**src/design/rsst_pkg.sv**
```systemverilog
// Package with shared constants, codes and control types of the range-sum segment tree.
`timescale 1ns / 1ps

package rsst_pkg;

   // Tree geometry: leaves sit at nodes NUM_ELEMENTS .. 2*NUM_ELEMENTS-1.
   localparam int NUM_ELEMENTS = 1024;
   localparam int NODE_COUNT   = 2 * NUM_ELEMENTS;
   localparam int NODE_AW      = $clog2(NODE_COUNT);
   // Range bounds run one past the last node, so they need one more bit.
   localparam int BOUND_W      = NODE_AW + 1;

   // Transaction field widths.
   localparam int IDX_W  = 10;
   localparam int DATA_W = 32;

   // Width wide enough to compare an index against the element count.
   localparam int CMP_W = (IDX_W + 1 > BOUND_W) ? IDX_W + 1 : BOUND_W;

   // Command codes.
   localparam logic CMD_WRITE = 1'b0;
   localparam logic CMD_QUERY = 1'b1;

   // Status codes.
   localparam logic STATUS_OK  = 1'b0;
   localparam logic STATUS_ERR = 1'b1;

   // Commands from the controller to the datapath.
   typedef struct packed {
      logic clear_en;   // zero one node of the clearing pass
      logic load;       // capture a request and set up the walk
      logic leaf_wr;    // write the new leaf value
      logic up_step;    // read the sibling and climb one level
      logic total_rd;   // read the root for an unchanged total
      logic take_l;     // read node l and advance l
      logic take_r;     // step r back and read node r
      logic shift;      // move l and r up one level
      logic out_load;   // move the result into the output register
   } rsst_cmd_type;

   // Status from the datapath to the controller.
   typedef struct packed {
      logic clear_done;
      logic is_query;
      logic err;
      logic p_gt1;
      logic l_lt_r;
      logic l_odd;
      logic r_odd;
      logic out_free;
   } rsst_stat_type;

endpackage

```
**src/design/rsst_ctrl.sv**
```systemverilog
// Controller state machine that sequences clearing, point writes and range queries.
`timescale 1ns / 1ps

module rsst_ctrl import rsst_pkg::*; (
   input  logic          clock,
   input  logic          reset,
   input  logic          req_valid,
   output logic          req_ready,
   input  rsst_stat_type stat,
   output rsst_cmd_type  cmd
);

   typedef enum logic [7:0] {
      ST_CLEAR    = 8'b0000_0001,
      ST_IDLE     = 8'b0000_0010,
      ST_DISPATCH = 8'b0000_0100,
      ST_WR_UP    = 8'b0000_1000,
      ST_Q_L      = 8'b0001_0000,
      ST_Q_R      = 8'b0010_0000,
      ST_FINISH   = 8'b0100_0000,
      ST_LOAD     = 8'b1000_0000
   } state_type;

   state_type state_ff;
   state_type state_in;

   // State register; reset starts the clearing pass.
   always_ff @(posedge clock) begin
      if (reset) begin
         state_ff <= ST_CLEAR;
      end else begin
         state_ff <= state_in;
      end
   end

   assign req_ready = (state_ff == ST_IDLE);

   // Next state and command decode.
   always_comb begin
      state_in = state_ff;
      cmd      = '0;
      unique case (state_ff)
         ST_CLEAR: begin
            cmd.clear_en = 1'b1;
            if (stat.clear_done) begin
               state_in = ST_IDLE;
            end
         end
         ST_IDLE: begin
            if (req_valid) begin
               cmd.load = 1'b1;
               state_in = ST_DISPATCH;
            end
         end
         ST_DISPATCH: begin
            priority if (stat.err && !stat.is_query) begin
               // A bad write still reports the unchanged total.
               cmd.total_rd = 1'b1;
               state_in     = ST_FINISH;
            end else if (stat.err) begin
               state_in = ST_FINISH;
            end else if (!stat.is_query) begin
               cmd.leaf_wr = 1'b1;
               state_in    = ST_WR_UP;
            end else begin
               state_in = ST_Q_L;
            end
         end
         ST_WR_UP: begin
            if (stat.p_gt1) begin
               cmd.up_step = 1'b1;
            end else begin
               state_in = ST_FINISH;
            end
         end
         ST_Q_L: begin
            priority if (!stat.l_lt_r) begin
               state_in = ST_FINISH;
            end else if (stat.l_odd) begin
               cmd.take_l = 1'b1;
               state_in   = ST_Q_R;
            end else if (stat.r_odd) begin
               cmd.take_r = 1'b1;
               cmd.shift  = 1'b1;
            end else begin
               cmd.shift = 1'b1;
            end
         end
         ST_Q_R: begin
            cmd.take_r = stat.r_odd;
            cmd.shift  = 1'b1;
            state_in   = ST_Q_L;
         end
         ST_FINISH: begin
            // For a rejected write the root read is added into the accumulator here.
            state_in = ST_LOAD;
         end
         ST_LOAD: begin
            if (stat.out_free) begin
               cmd.out_load = 1'b1;
               state_in     = ST_IDLE;
            end
         end
         default: begin
            state_in = ST_CLEAR;
         end
      endcase
   end

endmodule

```
**config.mk**
```make
export PLATFORM = sky130hd
export DESIGN_NAME = rsst_ctrl
export DESIGN_NICKNAME = d
export VERILOG_FILES = /design/src/design/rsst_pkg.sv /design/src/design/rsst_ctrl.sv
export SDC_FILE = /design/constraint.sdc
export NUM_CORES = 1
export LEC_CHECK = 0
export ABC_AREA = 1
export BUFFER_PORTS_ARGS = -buffer_cell sky130_fd_sc_hd__buf_2
export CAP_MARGIN = 20
export CORE_MARGIN = 2
export CORE_UTILIZATION = 47
export DETAILED_ROUTE_END_ITERATION = 16
export GPL_TIMING_DRIVEN = 0
export PLACE_DENSITY_LB_ADDON = 0.08
export SETUP_SLACK_MARGIN = 0.15
export SLEW_MARGIN = 20
export SYNTH_ARGS = -nofsm -noshare
export SYNTH_HDL_FRONTEND = slang
export SYNTH_SLANG_ARGS = --single-unit
```
**constraint.sdc**
```tcl
create_clock -name clock -period 1.4 [get_ports clock]
set_input_delay 0.28 -clock clock [delete_from_list [all_inputs] [get_ports clock]]
set_output_delay 0.28 -clock clock [all_outputs]
set_load 0.01 [all_outputs]
```
==> results of run 1 <==
timing repair:
| action | CTS | global route |
|---|---|---|
| buffers inserted | 7 | 4 |
| gates resized for setup | 13 | 16 |
| endpoints found under the hold margin | 0 | 0 |
| endpoints found under the setup margin | 10 | 15 |
| pin swaps | 7 | 6 |
routing by layer:
layer  part of all wire [%]  up-vias  global-route usage [%]
met3                    6.6        6                    3.33
met5                      0        -                       0
li1                       -      373                       -
met1                     41      313                    25.5
met2                     51       33                    36.1
met4                    1.9        0                    15.0
layout by cell type (no fill, tap or decap):
| cell type | count |
|---|---|
| nand2_1 | 21 |
| buf_2 | 18 |
| nor2_1 | 12 |
| inv_1 | 11 |
| inv_2 | 9 |
| buf_4 | 9 |
| nand2_4 | 6 |
| nor2_2 | 6 |
| nand2_2 | 6 |
| dfxtp_2 | 5 |
| nand3_2 | 4 |
| buf_6 | 4 |
| a21oi_1 | 3 |
| clkbuf_4 | 3 |
| dfxtp_1 | 3 |
| nor2_8 | 2 |
| nor2_4 | 2 |
| nand3_4 | 2 |
| nor3_1 | 2 |
| nand3_1 | 2 |
| a21boi_1 | 1 |
| o21ai_1 | 1 |
| o211ai_1 | 1 |
| o211a_1 | 1 |
critical path, stage by stage (launching register included):
cell,delay (ns)
dfxtp_2,0.32
inv_2,0.07
nand2_4,0.09
nor2_8,0.15
buf_4,0.13
nand3_2,0.06
nor2_1,0.10
buf_2,0.14
power groups by stage:
| stage | clock, mW | combinational, mW | sequential, mW |
|---|---|---|---|
| floorplan | 0 | 0.144 | 0.253 |
| global placement | 0 | 0.192 | 0.253 |
| detailed placement | 0 | 0.196 | 0.254 |
| CTS | 0.178 | 0.233 | 0.251 |
| global route | 0.198 | 0.292 | 0.252 |
| finish | 0.170 | 0.264 | 0.251 |
cell families after synthesis:
kind of cell | after synthesis
AO/OA/AOI/OAI | 7
buffers and inverters | 20
flip-flops | 8
AND/OR/NAND/NOR | 65
synth_stat cells:
library cell	count	area share [%]
nand2_1	24	14
nand2_2	5	5.0
nor2_2	2	2.0
o211a_1	1	1.6
dfxtp_1	8	26
nand2_4	4	7.2
a21boi_1	1	1.2
inv_1	12	7.2
inv_2	8	4.8
nor2_8	2	6.4
nand3_1	6	4.8
a21oi_1	3	2.4
nand3_2	2	3.2
o211ai_1	1	1.2
nor3_1	2	1.6
nor2_1	18	11
o21ai_1	1	0.80
per-stage QoR:
stage                     util [%]  setup slack (ns)  hold slack, ns
after floorplan                  -             0.210           0.349
after global placement        58.8            0.0843           0.532
after detailed placement      58.8            0.0778           0.538
after CTS                     68.2            -0.150           0.266
after global routing          75.2            -0.266           0.264
final                         75.2            -0.171           0.263
path summary, 6_finish.rpt:
path	cells past startpoint	end	from
hold / removal	2	state_ff[3]$_SDFFE_PP0P_	reset
hold reg to reg	4	state_ff[7]$_SDFFE_PP0P_	state_ff[6]$_SDFFE_PP0P_
setup / recovery	7	cmd[4]	state_ff[7]$_SDFFE_PP0P_
setup reg to reg	11	state_ff[6]$_SDFFE_PP0P_	state_ff[6]$_SDFFE_PP0P_
layout make-up:
class                   instances  area (um2)  share of cell area [%]
clock buffers                   3        22.5                    2.36
inverters                      20        75.1                    7.86
multi-input cells              72         469                    49.1
flip-flops and latches          8         166                    17.4
well taps                      15        18.8                    1.97
repair buffers                 31         203                    21.2
==> metrics.md, run 1 <==
| Metric | Value |
|---|---|
| GRT overflow | `0` |
| Xor/xnor share of the synthesized area | `0%` |
| Final Max Tran Viols | `0` |
| CTS buffer count | `3` |
| Largest net degree at the start of global routing | `7` |
| Synthesized area | `627 um2` |
| CP Max Fanout | `6` |
| Hold-fix buffers at CTS | `0` |
| Drt pass-1 iters | `4` |
| Post-synthesis adder-cell area fraction | `0%` |
| Logic pwr share | `38.6%` |
| Status | `complete, but fails checks` |
| Number of global-route vias before repair | `574` |
| P&R area growth vs syn | `52.3%` |
| Max reg flops | `8` |
| Unrepaired setup endpoints after global routing | `yes` |
| Routed vias | `725` |
| Antenna violations before repair | `0` |
| R2R Setup Slk | `0.08 ns` |
| Die height | `40.5 um` |
| Die span in x | `40.5 um` |
| Slew headroom | `83.7%` |
| Setup violators final | `10` |
| P_sw | `0.238 mW` |
| Clock power frac | `24.9%` |
| Combinational family with the most area after synthesis | `simple AND/OR/NAND/NOR gates` |
| Vias/cell | `4.87` |
| PnR Total Power | `0.686 mW` |
| H-tree levels | `1` |
| Netlist cell types | `17` |
| Wirelength, routed | `1.62 mm` |
| Period utilisation layout | `112%` |
| Fin Setup TNS | `-1.35 ns` |
| Worst Setup End Kind | `output pin` |
| Clock root cell | `clkbuf_4` |
| Sequential element share of the synthesized area | `25.5%` |
| Clk buf depth | `2` |
| Die Footprint | `1640 um2` |
| Final GP Congestion | `0.803` |
| Register with the most flip-flops | `state_ff` |
| Seq cells post-synth | `8` |
| Req. time, crit path | `1.12 ns` |
| Placed Area | `746 um2` |
| Hold WC Path Type | `input pin to register` |
| Number of port buffers | `20` |
| Mean Syn Cell Area | `6.27 um2` |
| CTS tree | `built` |
| Final std cells w/o fill | `149` |
| Synth Area in Simple Gates | `55.3%` |
| Final Critical Period | `1.57 ns` |
| Multiplexer share of the synthesized area | `0%` |
| Slew at the pin closest to its max-slew limit | `0.244 ns` |
| Violated checks | `setup timing` |
| Fmax | `636 MHz` |
| Inst Count DP | `135` |
| Clock Latency Late Sink | `0.25 ns` |
| # clock sinks | `8` |
| Worst vdd ir | `0.000590 V` |
| Total track usage | `21.9%` |
| Final hold viol count | `0` |
| Leakage | `0.521 nW` |
| Startpoint Class | `register` |
| Hpwl dp | `1.07 mm` |
| Largest regs | `state_ff (8)` |
| Core Rows | `13` |
| Switching Share | `34.8%` |
| Power per Cell Area | `718 nW/um2` |
| Register share of total power | `36.6%` |
| Worst Slack Setup Final | `-0.171 ns` |
| Core Region | `1270 um2` |
| Top-level port count | `21` |
| Drt drc | `0` |
| Reg clk slew, reported paths | `0.05 ns` |
| Cells after Synth | `100` |
| Number of max-cap violations | `0` |
| Syn nets | `111` |
| Critical path class | `register to output pin` |
| Power Internal | `0.447 mW` |
| Compound-Gate Fraction of Synth Area | `7.19%` |
| Fin Clk Skew | `0.00434 ns` |
| Routed length per instance | `10.9 um` |
| First-pass GRT wire length | `2.25 mm` |
| Final nets | `147` |
| Yosys warns | `0` |
| Fill cells | `105` |
| N_diodes | `0` |
| DRT antenna net count | `0` |
| Initial core utilization | `49.4%` |
| Drt first-iter violations | `11` |
| Post-route cell area | `955 um2` |
| Share of cells above drive strength 1 | `56.7%` |
| Crit path DAT | `1.29 ns` |
Note: power is estimated with default switching activity, not from simulation.
==> inputs of run 2 (changes only) <==
--- a/config.mk
+++ b/config.mk
@@ -8,11 +8,12 @@
 export ABC_AREA = 1
 export BUFFER_PORTS_ARGS = -buffer_cell sky130_fd_sc_hd__buf_2
 export CAP_MARGIN = 20
-export CORE_MARGIN = 2
+export CORE_MARGIN = 3
 export CORE_UTILIZATION = 47
 export DETAILED_ROUTE_END_ITERATION = 16
 export GPL_TIMING_DRIVEN = 0
 export PLACE_DENSITY_LB_ADDON = 0.08
+export RECOVER_POWER = 25
 export SETUP_SLACK_MARGIN = 0.15
 export SLEW_MARGIN = 20
 export SYNTH_ARGS = -nofsm -noshare
==> metrics.md, run 2 (same netlist as run 1, synthesis figures left out) <==
| Metric | Value |
|---|---|
| Fin Clk Skew | `0.00230 ns` |
| Largest net degree at the start of global routing | `8` |
| Crit path DAT | `1.31 ns` |
| Register with the most flip-flops | `state_ff` |
| P_sw | `0.255 mW` |
| Clock power frac | `24.7%` |
| Buf/Inv on CP | `2` |
| Worst Setup End Kind | `output pin` |
| Reg clk slew, reported paths | `0.05 ns` |
| Req. time, crit path | `1.12 ns` |
| Die span in x | `42.5 um` |
| Critical path's largest stage delay | `0.32 ns` |
| Drt pass-1 iters | `4` |
| Initial core utilization | `53.5%` |
| Drt first-iter violations | `25` |
| Worst Hold End | `state_ff[3]$_SDFFE_PP0P_` |
| Vias/cell | `4.96` |
| Most frequent cells in the layout | `nand2_1, buf_2, nor2_1, buf_4, inv_1` |
| N_diodes | `0` |
| Leakage | `0.549 nW` |
| CTS tree | `built` |
| CP delay by family, top | `simple AND/OR/NAND/NOR gates` |
| Logic pwr share | `40.3%` |
| Hold WC Path Type | `input pin to register` |
| Register share of total power | `35.0%` |
| Die height | `42.5 um` |
| Antenna violations before repair | `0` |
| Worst r2r src | `state_ff[5]$_SDFFE_PP0P_` |
| CTS buffer count | `3` |
| DRT antenna net count | `0` |
| Reg2Reg Depth | `10` |
| Hold_sp | `reset` |
| Hpwl dp | `1.12 mm` |
| Fmax | `627 MHz` |
| Slew headroom | `84.5%` |
| Wirelength, routed | `1.81 mm` |
| P&R area growth vs syn | `59.3%` |
| Commonest non-fill, non-tap cell in the layout | `nand2_1` |
| Final Critical Period | `1.59 ns` |
| Critical path class | `register to output pin` |
| Drt drc | `0` |
| Setup violators final | `10` |
| Worst Slack Setup Final | `-0.194 ns` |
| Total track usage | `18.4%` |
| GRT overflow | `0` |
| Power Internal | `0.460 mW` |
| Slew at the pin closest to its max-slew limit | `0.232 ns` |
| Final Max Tran Viols | `0` |
| Final GP Congestion | `0.816` |
| Unrepaired setup endpoints after global routing | `yes` |
| Status | `complete, but fails checks` |
| Util after Layout | `85.3%` |
| Power per Cell Area | `716 nW/um2` |
| Top-level port count | `21` |
| Period utilisation layout | `114%` |
| Critical-path cell list | `inv_2 > nand2_1 > nor2_2 > nand3_4 > a21boi_2 > buf_2` |
| Final nets | `151` |
| H-tree levels | `1` |
| R2R Setup Slk | `0.01 ns` |
| CP Max Fanout | `3` |
| Core Rows | `12` |
| Startpoint Class | `register` |
| Slowest stage cell, crit path | `dfxtp_1` |
| Final hold viol count | `0` |
| Pre-CTS WS | `0.0601 ns` |
| Clock root cell | `clkbuf_4` |
| End of the worst register-to-register path | `state_ff[1]$_SDFFE_PP0P_` |
| Core Region | `1170 um2` |
| Max reg flops | `8` |
| Number of port buffers | `20` |
| Hold-fix buffers at CTS | `0` |
| Number of global-route vias before repair | `639` |
| Switching Share | `35.7%` |
| Die Footprint | `1810 um2` |
| Violated checks | `setup timing` |
| # clock sinks | `8` |
| Clock Latency Late Sink | `0.26 ns` |
| Hold path depth | `2` |
| Number of max-cap violations | `0` |
| Routed length per instance | `11.9 um` |
| First-pass GRT wire length | `2.55 mm` |
| Share of cells above drive strength 1 | `60.1%` |
| Worst vdd ir | `0.000554 V` |
| Hold Slack | `0.255 ns` |
| Clk buf depth | `2` |
| Routed vias | `754` |
| Largest regs | `state_ff (8)` |
## run 2: worst max path at each step
stage                     cells after the start  slack, ns     end                      from
final                                         6      -0.19  cmd[2]  state_ff[5]$_SDFFE_PP0P_
after global routing                          6      -0.27  cmd[2]  state_ff[2]$_SDFFE_PP0P_
after CTS                                     8      -0.16  cmd[6]  state_ff[4]$_SDFFE_PP0P_
after detailed placement                      8       0.06  cmd[6]  state_ff[7]$_SDFFE_PP0P_
after global placement                        8       0.09  cmd[6]  state_ff[7]$_SDFFE_PP0P_
after floorplan                               5       0.21  cmd[2]  state_ff[2]$_SDFFE_PP0P_
## run 2: worst register-to-register path, cell delays in order, from the launching register on
cell and delay [ns]:
dfxtp_1 0.32, inv_2 0.08, nand2_1 0.07, nor2_2 0.21
nand3_4 0.12, buf_4 0.15, buf_4 0.14, nand2_1 0.06
nor2_1 0.04, nand2_1 0.07, a21oi_2 0.03
## run 2: timing repair
item | 4_1_cts | 5_1_grt
pin swaps | 10 | 11
gates resized for setup | 12 | 22
buffers inserted | 8 | 8
endpoints found under the setup margin | 10 | 15
endpoints found under the hold margin | 0 | 0
## run 2: cell type report
type	instances	area, um2
clock buffer	3	22.5
fill	79	173
sequential	8	168
timing repair buffer	35	243
inverter	20	75.1
tap	14	17.5
multi-input combinational	72	473
## run 2: stage by stage
step,cell area (um2),instances,setup TNS (ns),power (mW)
global route,998,152,-2.22,0.760
finish,998,152,-1.33,0.715
floorplan,627,100,0,0.397
CTS,870,145,-1.04,0.668
global placement,744,134,0,0.445
detailed placement,744,134,0,0.453
## run 2: routing by layer
metal | global-route usage (%) | vias up | share of wire (%)
met5 | 0 | - | 0
met4 | 5.59 | 0 | 1.4
met3 | 2.58 | 3 | 5.9
met2 | 31.9 | 26 | 51
met1 | 23.1 | 342 | 41
li1 | - | 383 | -
## run 2: power groups by stage
stage	combinational, mW	clock [mW]	sequential, mW
floorplan	0.144	0	0.253
global placement	0.191	0	0.253
detailed placement	0.199	0	0.254
CTS	0.242	0.175	0.250
global route	0.319	0.190	0.251
finish	0.288	0.177	0.251
==> inputs of run 3 (changes only) <==
--- a/config.mk
+++ b/config.mk
@@ -9,7 +9,8 @@
 export BUFFER_PORTS_ARGS = -buffer_cell sky130_fd_sc_hd__buf_2
 export CAP_MARGIN = 20
 export CORE_MARGIN = 3
-export CORE_UTILIZATION = 47
+export CORE_UTILIZATION = 30
+export CTS_BUF_LIST = sky130_fd_sc_hd__clkbuf_2
 export DETAILED_ROUTE_END_ITERATION = 16
 export GPL_TIMING_DRIVEN = 0
 export PLACE_DENSITY_LB_ADDON = 0.08
==> metrics.md, run 3 (same netlist as run 1, synthesis figures left out) <==
| Metric | Value |
|---|---|
| Top-level port count | `21` |
| Hold Slack | `0.260 ns` |
| Crit path DAT | `1.29 ns` |
| CTS tree | `built` |
| Slew headroom | `81.9%` |
| Fmax | `638 MHz` |
| Clock Latency Late Sink | `0.24 ns` |
| Die Footprint | `2670 um2` |
| Power per Cell Area | `684 nW/um2` |
| Final Critical Period | `1.57 ns` |
| N_diodes | `0` |
| Final hold viol count | `0` |
| Startpoint Class | `register` |
| Worst Slack Setup Final | `-0.167 ns` |
| Post-route cell area | `1010 um2` |
| Worst Setup End Kind | `output pin` |
| Unrepaired setup endpoints after global routing | `yes` |
| Largest net degree at the start of global routing | `8` |
| Wirelength, routed | `1.56 mm` |
| Drt pass-1 iters | `4` |
| Final GP Congestion | `0.717` |
| Clk buf depth | `2` |
| Most frequent cells in the layout | `nand2_1, buf_2, inv_2, nor2_1, inv_1` |
| Core Region | `1840 um2` |
| Max reg flops | `8` |
| Drt drc | `0` |
| Die height | `51.7 um` |
| Hold WC Path Type | `input pin to register` |
| Commonest non-fill, non-tap cell in the layout | `nand2_1` |
| Number of max-cap violations | `0` |
| Reg clk slew, reported paths | `0.08 ns` |
| Setup violators final | `10` |
| P&R area growth vs syn | `61.9%` |
| Share of cells above drive strength 1 | `60.6%` |
| Req. time, crit path | `1.12 ns` |
| Inst Count DP | `145` |
| Number of port buffers | `20` |
| Status | `complete, but fails checks` |
| Total track usage | `12.8%` |
| Core Rows | `15` |
| Final nets | `145` |
| H-tree levels | `1` |
| Worst vdd ir | `0.000467 V` |
| Period utilisation layout | `112%` |
| Number of global-route vias before repair | `635` |
| Slew at the pin closest to its max-slew limit | `0.271 ns` |
| CP Max Fanout | `7` |
| CTS buffer count | `3` |
| Drt first-iter violations | `9` |
| Fin Clk Skew | `0.0113 ns` |
| Multi-input logic area | `522 um2` |
| Die span in x | `51.7 um` |
| Initial core utilization | `34.1%` |
| Critical path class | `register to output pin` |
| # clock sinks | `8` |
| Register area | `165 um2` |
| Register with the most flip-flops | `state_ff` |
| Final std cells w/o fill | `157` |
| GRT overflow | `0` |
| Pre-CTS WS | `0.0604 ns` |
| Violated checks | `setup timing` |
| Routed vias | `695` |
| Fill cells | `185` |
| Largest regs | `state_ff (8)` |
| Final Max Tran Viols | `0` |
| Routed length per instance | `9.90 um` |
| Antenna violations before repair | `0` |
| Util after Layout | `55.2%` |
| First-pass GRT wire length | `2.54 mm` |
| Leakage | `0.517 nW` |
| Vias/cell | `4.43` |
| DRT antenna net count | `0` |
| Placed Area | `758 um2` |
| Clock root cell | `clkbuf_2` |
| Hpwl dp | `1.18 mm` |
-- run 3: where the power goes --
part	total, mW	switching, mW	leakage [nW]	internal (mW)
registers	0.250	0.00836	0.0668	0.242
logic	0.306	0.174	0.438	0.132
clock network	0.139	0.0805	0.0125	0.0583
-- run 3: routing by layer --
layer | vias up | global-route usage [%] | wire (um)
met5 | - | 0 | 0
met4 | 0 | 7.86 | 42
met3 | 5 | 1.72 | 102
met2 | 24 | 20.8 | 695
met1 | 300 | 15.8 | 714
li1 | 366 | - | -
-- run 3: worst paths after layout --
| check | startpoint | endpoint | slack, ns | cells past startpoint |
|---|---|---|---|---|
| setup / recovery | state_ff[2]$_SDFFE_PP0P_ | cmd[2] | -0.17 | 6 |
| hold / removal | reset | state_ff[3]$_SDFFE_PP0P_ | 0.26 | 2 |
| setup reg to reg | state_ff[2]$_SDFFE_PP0P_ | state_ff[4]$_SDFFE_PP0P_ | 0.08 | 10 |
| hold reg to reg | state_ff[6]$_SDFFE_PP0P_ | state_ff[7]$_SDFFE_PP0P_ | 0.60 | 4 |
-- run 3: metrics by stage --
step	setup TNS [ns]	power [mW]
final	-1.07	0.694
after global routing	-1.92	0.742
after CTS	-1.01	0.658
after detailed placement	0	0.452
after global placement	0	0.450
after floorplan	0	0.397
-- run 3: layout make-up --
| class | count | share of cell area [%] |
|---|---|---|
| well taps | 25 | 3.08 |
| flip-flops and latches | 8 | 16.3 |
| clock buffers | 3 | 1.48 |
| multi-input cells | 72 | 51.4 |
| repair buffers | 29 | 20.3 |
| inverters | 20 | 7.40 |
-- run 3: critical path: stages (launching register included) --
cell and delay, ns:
dfxtp_1 0.33, inv_2 0.07, nand2_4 0.08, nor2_8 0.21, nand3_4 0.10, a21boi_2 0.12
buf_2 0.13
-- run 3: what timing repair did --
| action | 4_1_cts | 5_1_grt |
|---|---|---|
| endpoints found under the setup margin | 10 | 14 |
| pin swaps | 9 | 9 |
| hold buffers | 0 | 0 |
| setup buffers | 6 | 3 |
| gates resized for setup | 23 | 19 |
